==> config.mk <==
export PLATFORM = sky130hd
export DESIGN_NAME = side_key_long_press_gesture
export DESIGN_NICKNAME = d
export VERILOG_FILES = /design/src/design/slpg_pkg.sv /design/src/design/slpg_in_reg.sv /design/src/design/slpg_key.sv /design/src/design/side_key_long_press_gesture.sv
export SDC_FILE = /design/constraint.sdc
export NUM_CORES = 1
export LEC_CHECK = 0
export BUFFER_PORTS_ARGS = -buffer_cell sky130_fd_sc_hd__buf_2
export CORE_AREA = 4 4 139 141
export DETAILED_ROUTE_END_ITERATION = 7
export DIE_AREA = 0 0 143 145
export GPL_ROUTABILITY_DRIVEN = 1
export PLACE_DENSITY = 0.74
export SETUP_SLACK_MARGIN = 0.5
export SYNTH_ARGS = -nofsm -noshare
export SYNTH_HDL_FRONTEND = slang
export SYNTH_SLANG_ARGS = --single-unit
export TNS_END_PERCENT = 50
==> constraint.sdc <==
create_clock -name aclk -period 14.5 [get_ports aclk]
set_input_delay 2.175 -clock aclk [delete_from_list [all_inputs] [get_ports aclk]]
set_output_delay 2.175 -clock aclk [all_outputs]
set_load 0.02 [all_outputs]
==> src/design/slpg_pkg.sv <==
// ----------------------------------------------------------------------------
// slpg_pkg
// Shared types and constants for the side-key long-press gesture block.
// ----------------------------------------------------------------------------
package slpg_pkg;

    localparam int unsigned NUM_KEYS   = 2;
    localparam int unsigned TIME_W     = 32;
    localparam int unsigned LPM_W      = 16;
    localparam int unsigned CFG_DATA_W = 16;

    // configuration register indexes
    localparam logic REG_LONG_PRESS_MS    = 1'b0;
    localparam logic REG_GESTURES_ENABLED = 1'b1;

    localparam logic [LPM_W-1:0] LONG_PRESS_MS_RESET = 16'd500;

    typedef struct packed {
        logic [1:0]        press_edges;
        logic [1:0]        release_edges;
        logic [TIME_W-1:0] now_ms;
        logic              in_book;
        logic              nav_swapped;
    } slpg_in_t;

    typedef struct packed {
        logic [1:0] emit_press;
        logic [1:0] emit_release;
        logic [1:0] hide_press;
        logic [1:0] hide_release;
        logic [1:0] hide_held;
        logic       back_pulse;
        logic       select_pulse;
    } slpg_out_t;

    // per-key result of one frame
    typedef struct packed {
        logic emit_press;
        logic hide_press;
        logic hide_release;
        logic hide_held;
        logic long_hit;
    } slpg_key_res_t;

endpackage

==> src/design/slpg_in_reg.sv <==
// ----------------------------------------------------------------------------
// slpg_in_reg
// Input register stage: captures one frame and holds it until the core takes it.
// ----------------------------------------------------------------------------
module slpg_in_reg (
    input  logic              aclk,
    input  logic              aresetn,
    input  logic              s_valid,
    output logic              s_ready,
    input  slpg_pkg::slpg_in_t s_data,
    input  logic              take,
    output logic              q_valid,
    output slpg_pkg::slpg_in_t q_data
);

    logic               valid_reg;
    slpg_pkg::slpg_in_t data_reg;

    // free when empty or when the held item leaves this cycle
    assign s_ready = !valid_reg || take;
    assign q_valid = valid_reg;
    assign q_data  = data_reg;

    always_ff @(posedge aclk) begin
        if (!aresetn) begin
            valid_reg <= 1'b0;
        end else if (s_ready) begin
            valid_reg <= s_valid;
        end
    end

    always_ff @(posedge aclk) begin
        if (s_valid && s_ready) begin
            data_reg <= s_data;
        end
    end

endmodule

==> src/design/slpg_key.sv <==
// ----------------------------------------------------------------------------
// slpg_key
// One side key: contact state, hold timer compare and per-frame edge masks.
// ----------------------------------------------------------------------------
module slpg_key (
    input  logic                           aclk,
    input  logic                           aresetn,
    input  logic                           advance,
    input  logic                           enable,
    input  logic                           press,
    input  logic                           release_edge,
    input  logic [slpg_pkg::TIME_W-1:0]    now_ms,
    input  logic                           in_book,
    input  logic [slpg_pkg::LPM_W-1:0]     long_press_ms,
    output slpg_pkg::slpg_key_res_t        res
);

    logic                        down_reg, down_next;
    logic                        parked_reg, parked_next;
    logic                        consumed_reg, consumed_next;
    logic [slpg_pkg::TIME_W-1:0] time_reg, time_next;

    logic                        down_p, parked_p, consumed_p, consumed_q;
    logic                        active, held_long;
    logic [slpg_pkg::TIME_W-1:0] elapsed;

    always_comb begin
        // a press restarts the contact
        down_p     = press ? 1'b1    : down_reg;
        parked_p   = press ? !in_book : parked_reg;
        consumed_p = press ? 1'b0    : consumed_reg;
        time_next  = press ? now_ms  : time_reg;

        elapsed   = now_ms - time_next;
        held_long = elapsed >= {{(slpg_pkg::TIME_W-slpg_pkg::LPM_W){1'b0}}, long_press_ms};
        active    = down_p && parked_p;

        res.hide_press = enable && active;
        res.hide_held  = enable && active;
        res.long_hit   = enable && active && !consumed_p && !in_book && held_long;
        consumed_q     = consumed_p || (active && (in_book || held_long));

        res.hide_release = enable && release_edge && parked_p;
        res.emit_press   = enable && release_edge && parked_p && !consumed_q;

        // a release ends the contact
        down_next     = release_edge ? 1'b0 : down_p;
        parked_next   = release_edge ? 1'b0 : parked_p;
        consumed_next = release_edge ? 1'b0 : consumed_q;
    end

    always_ff @(posedge aclk) begin
        if (!aresetn) begin
            down_reg     <= 1'b0;
            parked_reg   <= 1'b0;
            consumed_reg <= 1'b0;
        end else if (advance && enable) begin
            down_reg     <= down_next;
            parked_reg   <= parked_next;
            consumed_reg <= consumed_next;
        end
    end

    always_ff @(posedge aclk) begin
        if (advance && enable) begin
            time_reg <= time_next;
        end
    end

endmodule

==> src/design/side_key_long_press_gesture.sv <==
// ----------------------------------------------------------------------------
// side_key_long_press_gesture
// Short/long press detector for two side keys with book-aware edge hiding.
// ----------------------------------------------------------------------------
// Usage:
//   One item on the s_ channel is one input frame: press and release edges of
//   the upper (bit 0) and lower (bit 1) key, a millisecond timestamp, the
//   in-book flag and the swapped-navigation flag. Every item yields exactly
//   one result item on the m_ channel: synthesized presses, deferred
//   releases, hide masks and the one-frame back/select pulses.
//   Pipeline: input register, then result register, which drives m_.
//   Throughput: one item per cycle while m_ready stays high; the per-key
//   logic (one 32-bit subtract and compare) sits between the two registers,
//   so key state is updated for every item as it moves while gestures are
//   enabled. Receiver stall: the result register holds; the input register
//   still takes one more item, then s_ready drops until m_ready returns.
//   Reset (aresetn low, synchronous): both stages empty, key contact flags and
//   the pending release mask clear, long_press_ms = 500, gestures enabled.
//   Configuration: cfg_wr_en writes register cfg_addr (0 long_press_ms,
//   1 gestures_enabled) from cfg_wdata; write only while idle.
// ----------------------------------------------------------------------------
module side_key_long_press_gesture (
    input  logic                              aclk,
    input  logic                              aresetn,
    input  logic                              s_valid,
    output logic                              s_ready,
    input  slpg_pkg::slpg_in_t                s_data,
    output logic                              m_valid,
    input  logic                              m_ready,
    output slpg_pkg::slpg_out_t               m_data,
    input  logic                              cfg_wr_en,
    input  logic                              cfg_addr,
    input  logic [slpg_pkg::CFG_DATA_W-1:0]   cfg_wdata
);

    logic [slpg_pkg::LPM_W-1:0] long_press_ms_reg;
    logic                       gestures_en_reg;
    logic [1:0]                 pending_reg, pending_next;
    logic                       out_valid_reg;
    slpg_pkg::slpg_out_t        out_reg, out_next;

    logic                       q_valid;
    slpg_pkg::slpg_in_t         q_data;
    logic                       advance;
    slpg_pkg::slpg_key_res_t    key_res [slpg_pkg::NUM_KEYS];

    // move the held frame into the result register when that one is free
    assign advance = q_valid && (!out_valid_reg || m_ready);

    slpg_in_reg u_in_reg (
        .aclk    (aclk),
        .aresetn (aresetn),
        .s_valid (s_valid),
        .s_ready (s_ready),
        .s_data  (s_data),
        .take    (advance),
        .q_valid (q_valid),
        .q_data  (q_data)
    );

    // one contact tracker per side key
    for (genvar k = 0; k < slpg_pkg::NUM_KEYS; k++) begin : g_key
        slpg_key u_key (
            .aclk          (aclk),
            .aresetn       (aresetn),
            .advance       (advance),
            .enable        (gestures_en_reg),
            .press         (q_data.press_edges[k]),
            .release_edge  (q_data.release_edges[k]),
            .now_ms        (q_data.now_ms),
            .in_book       (q_data.in_book),
            .long_press_ms (long_press_ms_reg),
            .res           (key_res[k])
        );
    end

    // combine the two keys; role follows the swap flag
    always_comb begin
        out_next.emit_press   = {key_res[1].emit_press,   key_res[0].emit_press};
        out_next.emit_release = pending_reg;
        out_next.hide_press   = {key_res[1].hide_press,   key_res[0].hide_press};
        out_next.hide_release = {key_res[1].hide_release, key_res[0].hide_release};
        out_next.hide_held    = {key_res[1].hide_held,    key_res[0].hide_held};
        out_next.back_pulse   = q_data.nav_swapped ? key_res[1].long_hit
                                                   : key_res[0].long_hit;
        out_next.select_pulse = q_data.nav_swapped ? key_res[0].long_hit
                                                   : key_res[1].long_hit;
        // a synthesized press publishes its release on the next frame
        pending_next          = out_next.emit_press;
    end

    // configuration registers
    always_ff @(posedge aclk) begin
        if (!aresetn) begin
            long_press_ms_reg <= slpg_pkg::LONG_PRESS_MS_RESET;
            gestures_en_reg   <= 1'b1;
        end else if (cfg_wr_en) begin
            case (cfg_addr)
                slpg_pkg::REG_LONG_PRESS_MS: begin
                    long_press_ms_reg <= cfg_wdata[slpg_pkg::LPM_W-1:0];
                end
                slpg_pkg::REG_GESTURES_ENABLED: begin
                    gestures_en_reg <= cfg_wdata[0];
                end
                default: begin
                end
            endcase
        end
    end

    // pending releases and result register
    always_ff @(posedge aclk) begin
        if (!aresetn) begin
            pending_reg   <= 2'b00;
            out_valid_reg <= 1'b0;
        end else begin
            if (advance) begin
                pending_reg <= pending_next;
            end
            if (advance) begin
                out_valid_reg <= 1'b1;
            end else if (m_ready) begin
                out_valid_reg <= 1'b0;
            end
        end
    end

    always_ff @(posedge aclk) begin
        if (advance) begin
            out_reg <= out_next;
        end
    end

    assign m_valid = out_valid_reg;
    assign m_data  = out_reg;

    // ------------------------------------------------------------------------
    // Assertions
    // ------------------------------------------------------------------------
    // the deferred release mask always mirrors the presses just published
    a_pending_tracks_emit: assert property (@(posedge aclk) disable iff (!aresetn)
        advance |=> (pending_reg == m_data.emit_press))
        else $error("pending release mask out of step with emitted presses");

    // a synthesized press only comes from a hidden raw release
    a_emit_needs_hidden_release: assert property (@(posedge aclk) disable iff (!aresetn)
        m_valid |-> ((m_data.emit_press & ~m_data.hide_release) == 2'b00))
        else $error("synthesized press without a hidden release");

    // a long-hold pulse only fires on a key whose held level is hidden
    a_pulse_needs_held: assert property (@(posedge aclk) disable iff (!aresetn)
        (m_valid && (m_data.back_pulse || m_data.select_pulse))
            |-> (m_data.hide_held != 2'b00))
        else $error("long-hold pulse without a hidden held key");

    // with gestures off, only deferred releases leave the block
    a_disabled_quiet: assert property (@(posedge aclk) disable iff (!aresetn)
        (advance && !gestures_en_reg) |=> (m_data.emit_press == 2'b00
            && m_data.hide_held == 2'b00 && !m_data.back_pulse && !m_data.select_pulse))
        else $error("gesture output while gestures are disabled");

endmodule

Yosys cells after proc, flatten, opt, wreduce, memory -nomap -nowiden. Index checks and enable logic that the tools add are counted.

Output and inout bits: 14. Logic and storage cells: 84. Bits of input ports: 60. Register bits after elaboration: 139.

Reductions and logical operators: 37. Muxes and demuxes: 18. Add/sub/neg operators: 2. Bitwise operators: 1. Order comparisons: 2.

Operators by type and width (number): $ge A32 B16 Y1 (2); $mux W32 (2); $sub A32 B32 Y32 (2); $logic_and A1 B1 Y1 (21); $mux W1 (16); $logic_not A1 Y1 (7); $logic_or A1 B1 Y1 (6); $reduce_and A2 Y1 (2); $reduce_bool A2 Y1 (1); $not A1 Y1 (1).

Logic depth before layout (Yosys ltp).
Word-level depth: 8. Mapped depth: 23. Mapped depth without buffers: 21.

Hierarchy. A second synthesis with hierarchy kept.

Cell total of the unflattened synthesis: 1119. Area total of the unflattened synthesis: 10513.8 um2.

Modules (own cells, without submodules): slpg_key at g_key[0].u_key (cells an instance 495, area each 4103.9 um2, instances 1, seq. area each 1021.0 um2); slpg_key at g_key[1].u_key (cells an instance 478, area each 4057.6 um2, instances 1, seq. area each 1021.0 um2); slpg_in_reg (cells an instance 43, area each 1198.6 um2, instances 1, seq. area each 1161.1 um2); side_key_long_press_gesture (cells an instance 103, area each 1153.6 um2, instances 1, seq. area each 760.7 um2).

Worst setup path before layout. Ideal clock, no wire load.

Path type: reg-to-reg. Start point: reg u_in_reg.data_reg, in the netlist u_in_reg.q_data[36]. End point: reg out_reg, in the netlist m_data[1], data pin. Arrival: 5.163 ns. Buffers on the path: 4. Slack: 9.082 ns. Stages on the path, launching flop included: 23. Setup time: 0.255 ns. Clock period less this slack: 5.418 ns. Data required time: 14.245 ns. Cell sequence: edfxtp_1 clkbuf_1 clkbuf_1 clkbuf_1 mux2i_1 ha_1 clkbuf_2 nand2_1 a2111oi_0 o21ai_0 nand3_1 xor2_1 ha_1 a221oi_1 o21ai_0 a211oi_1 o311ai_0 a211oi_1 or4b_4 nor4_4 nor3_1 a41o_1 and2_1.

RTL lines: start: declaration (line slpg_in_reg.sv:17) `slpg_pkg::slpg_in_t data_reg;`; start signal: assignment (line slpg_in_reg.sv:34) `data_reg <= s_data;`; end signal: assignment (line side_key_long_press_gesture.sv:130) `out_reg <= out_next;`; end: declaration (line side_key_long_press_gesture.sv:40) `slpg_pkg::slpg_out_t out_reg, out_next;`.

==> flow_summary.json <==
{
  "fp.dieH_microns": 145,
  "async_flop_share_pct": 0,
  "grt.overflow.total": 0,
  "fp.dieW_microns": 143,
  "grt_max_degree": 68,
  "post_drt_wl_per_cell_microns": 18.1,
  "crit_path_start_kind": "register",
  "dp_hpwl_mm": 18.0,
  "vdd_drop_max_uv": 98.7,
  "fin_crit_ns": 6.20,
  "status": "finished, final reports clean",
  "critPathMaxStageDelay_ns": 0.74,
  "antenna_found_initial": 0,
  "crit_family": "compound AO/OA/AOI/OAI gates",
  "synth-edff-count": 112,
  "total_power_mw": 1.25,
  "critPathRequiredTime_ns": 14.68,
  "grt_pass1_wl_mm": 38.9,
  "clock_path_buffers": 2,
  "syn_nets": 1202,
  "postCtsSetupBuffers": 0,
  "hold_class": "reg2reg",
  "cp_max_fo": 25,
  "final_nets": 1254,
  "clockRootBuffer": "clkbuf_16",
  "drc_errors": 0,
  "rsz0062_at_grt": "no",
  "initialDrtViolationCount": 545,
  "netlist_area_sq_mm": 0.0100,
  "start_util_pct": 55.7,
  "yosysTopAreaCell": "edfxtp_1",
  "setup_violations": 0,
  "syn_to_final_growth_pct": 10.9,
  "vias_per_cell": 5.98,
  "grt_use_total_pct": 23.2,
  "syn_inst": 1042,
  "ys_types": 77,
  "mostFrequentLayoutCell": "edfxtp_1",
  "synth.area.top_cells": "edfxtp_1 (34%), ha_1 (12%), mux2i_1 (6.2%), dfxtp_1 (5.4%), a21oi_1 (4.0%)",
  "skew_ns": 0.0103,
  "power.leakage_nw": 4.82,
  "yosysWarnings": 0,
  "ioPinCount": 74,
  "largest_reg_flops": 64,
  "port_buffers": 73,
  "antenna_cells": 0,
  "power.density_mw_per_mm2": 113,
  "drt-total-wl_mm": 24.2,
  "path_cells": "buf_4 -> mux2_2 -> ha_1 -> nand3b_1 -> a2111oi_0 -> o21ai_0 -> nand3_1 -> xor2_1 -> ha_1 -> a221oi_1 -> o21ai_0 -> a211oi_1 -> o311ai_0 -> a211oi_1 -> or4b_4 -> nor4_4 -> nor3_1 -> a41o_1 -> and2_1",
  "crit_arrival_ns": 6.38,
  "mostFrequentLayoutCells": "edfxtp_1 (112), nand2_1 (103), inv_1 (100)",
  "dieArea_sq_mm": 0.0207,
  "grt_pass1_vias": 7761,
  "coreArea_sq_mm": 0.0180,
  "drive_gt1_share_pct": 11.8,
  "slowest_stage": "a2111oi_0",
  "tightest_slew_ns": 1.05,
  "vias": 7992,
  "rows": 49,
  "cts_tree": "built",
  "synth-main-ff-cell": "edfxtp_1",
  "gp_congestion": 0.922,
  "drv_cap": 0,
  "cts_sinks": 139,
  "hold_viol": 0,
  "fmax_mhz": 161,
  "clk_pin_slew_ns": 0.06,
  "clk_latency_ns": 0.43,
  "finalCritPeriodShare_pct": 42.7,
  "cts_resized": 0,
  "numCtsBuffers": 17,
  "yosys.area.top_type_share_pct": 33.6,
  "firstDrtPassIters": 5,
  "h-tree-depth": 4,
  "crit_type": "reg2reg",
  "setup.worst_path.end_class": "register",
  "syn_avg_cell_area_sq_um": 9.60,
  "yosysSeqAreaShare_pct": 39.0,
  "ant_nets": 0,
  "hold_buffers": 0,
  "synth-seq-cells": 139,
  "crit_buf_inv": 1,
  "final_max_slew_viol_count": 0,
  "tns_ns": 0,
  "relSlewSlack_pct": 28.9
}
==> where the power goes <==
group	total, mW	leakage, nW	internal, mW	switching [mW]
Sequential	0.470	1.28	0.457	0.0130
Clock	0.435	0.292	0.254	0.181
Combinational	0.349	3.24	0.139	0.209
==> layout make-up <==
cell class	instances	area [sq um]
clock buffer	21	504
fill	1541	6870
timing repair buffer	79	410
tap	229	287
multi-input combinational	756	5520
clock inverter	11	90.1
inverter	101	379
sequential	139	3900
==> worst paths after layout <==
path / cells past startpoint / slack [ns] / start / endpoint
max: 19 / 8.30 / u_in_reg.q_data[36] / m_data[1]
min reg2reg: 0 / 0.45 / pending_reg[1] / m_data[9]
max reg2reg: 19 / 8.30 / u_in_reg.q_data[36] / m_data[1]
min: 0 / 0.45 / pending_reg[1] / m_data[9]
==> routing by layer <==
layer | up-vias | global-route usage, % | routed length (microns) | part of all wire (%)
met5 | - | 0 | 0 | 0
met4 | 0 | 7.13 | 442 | 1.8
met3 | 38 | 3.82 | 1370 | 5.6
met2 | 249 | 37.1 | 11200 | 46
met1 | 3767 | 32.4 | 11200 | 46
li1 | 3938 | - | - | -
==> cells in the mapped netlist (3+ instances only) <==
| master | number |
|---|---|
| xnor2_1 | 25 |
| mux2_2 | 5 |
| nand2b_1 | 4 |
| xor2_1 | 22 |
| edfxtp_1 | 112 |
| o2111ai_1 | 4 |
| a211o_1 | 7 |
| nor2b_1 | 13 |
| o21ai_0 | 52 |
| and3_1 | 5 |
| buf_2 | 6 |
| a221oi_1 | 6 |
| a31oi_1 | 11 |
| o31ai_1 | 3 |
| o21a_1 | 17 |
| a21boi_0 | 13 |
| inv_1 | 101 |
| or2_2 | 3 |
| a21oi_1 | 80 |
| a21o_1 | 23 |
| clkbuf_1 | 30 |
| nor3b_1 | 4 |
| dfxtp_1 | 27 |
| buf_4 | 5 |
| a211oi_1 | 9 |
| mux2i_1 | 62 |
| nand3_1 | 24 |
| or3_1 | 7 |
| o21bai_1 | 9 |
| and4_1 | 3 |
| nor4_1 | 4 |
| o211ai_1 | 14 |
| and2_1 | 6 |
| ha_1 | 98 |
| a2111oi_0 | 3 |
| a32o_1 | 3 |
| nor2_1 | 39 |
| nand4_1 | 19 |
| buf_1 | 4 |
| nor3_1 | 10 |
| nand2_1 | 103 |
==> worst reg2reg max path, stage by stage, from the launching register on <==
cell and delay [ns]:
edfxtp_1 0.34, buf_4 0.35, mux2_2 0.41, ha_1 0.22, nand3b_1 0.21, a2111oi_0 0.74, o21ai_0 0.43, nand3_1 0.27
xor2_1 0.19, ha_1 0.27, a221oi_1 0.27, o21ai_0 0.15, a211oi_1 0.26, o311ai_0 0.23, a211oi_1 0.23, or4b_4 0.50
nor4_4 0.41, nor3_1 0.11, a41o_1 0.21, and2_1 0.15
==> kinds of logic (layout without fill, tap and decap cells) <==
group	after synthesis	count (layout)	synth area share, %
fa+ha+maj	100	100	12.7
simple gates	254	254	12.5
mux	68	68	6.92
flops	139	139	39.0
buf+inv	147	212	5.79
xor+xnor	47	47	4.12
compound gates	287	287	19.0
==> through the flow <==
stage               util, %  instances  instance area, sq um  hold slack (ns)  setup slack [ns]
finish                 61.8       1336                 11100            0.447              8.30
global route           61.8       1336                 11100            0.465              8.05
CTS                    61.8       1336                 11100            0.449              8.39
detailed placement     58.5       1304                 10500            0.434              8.41
global placement       58.5       1304                 10500            0.419              8.61
floorplan                 -       1042                 10000            0.408              9.08
Note: power is estimated with default switching activity, not from simulation.
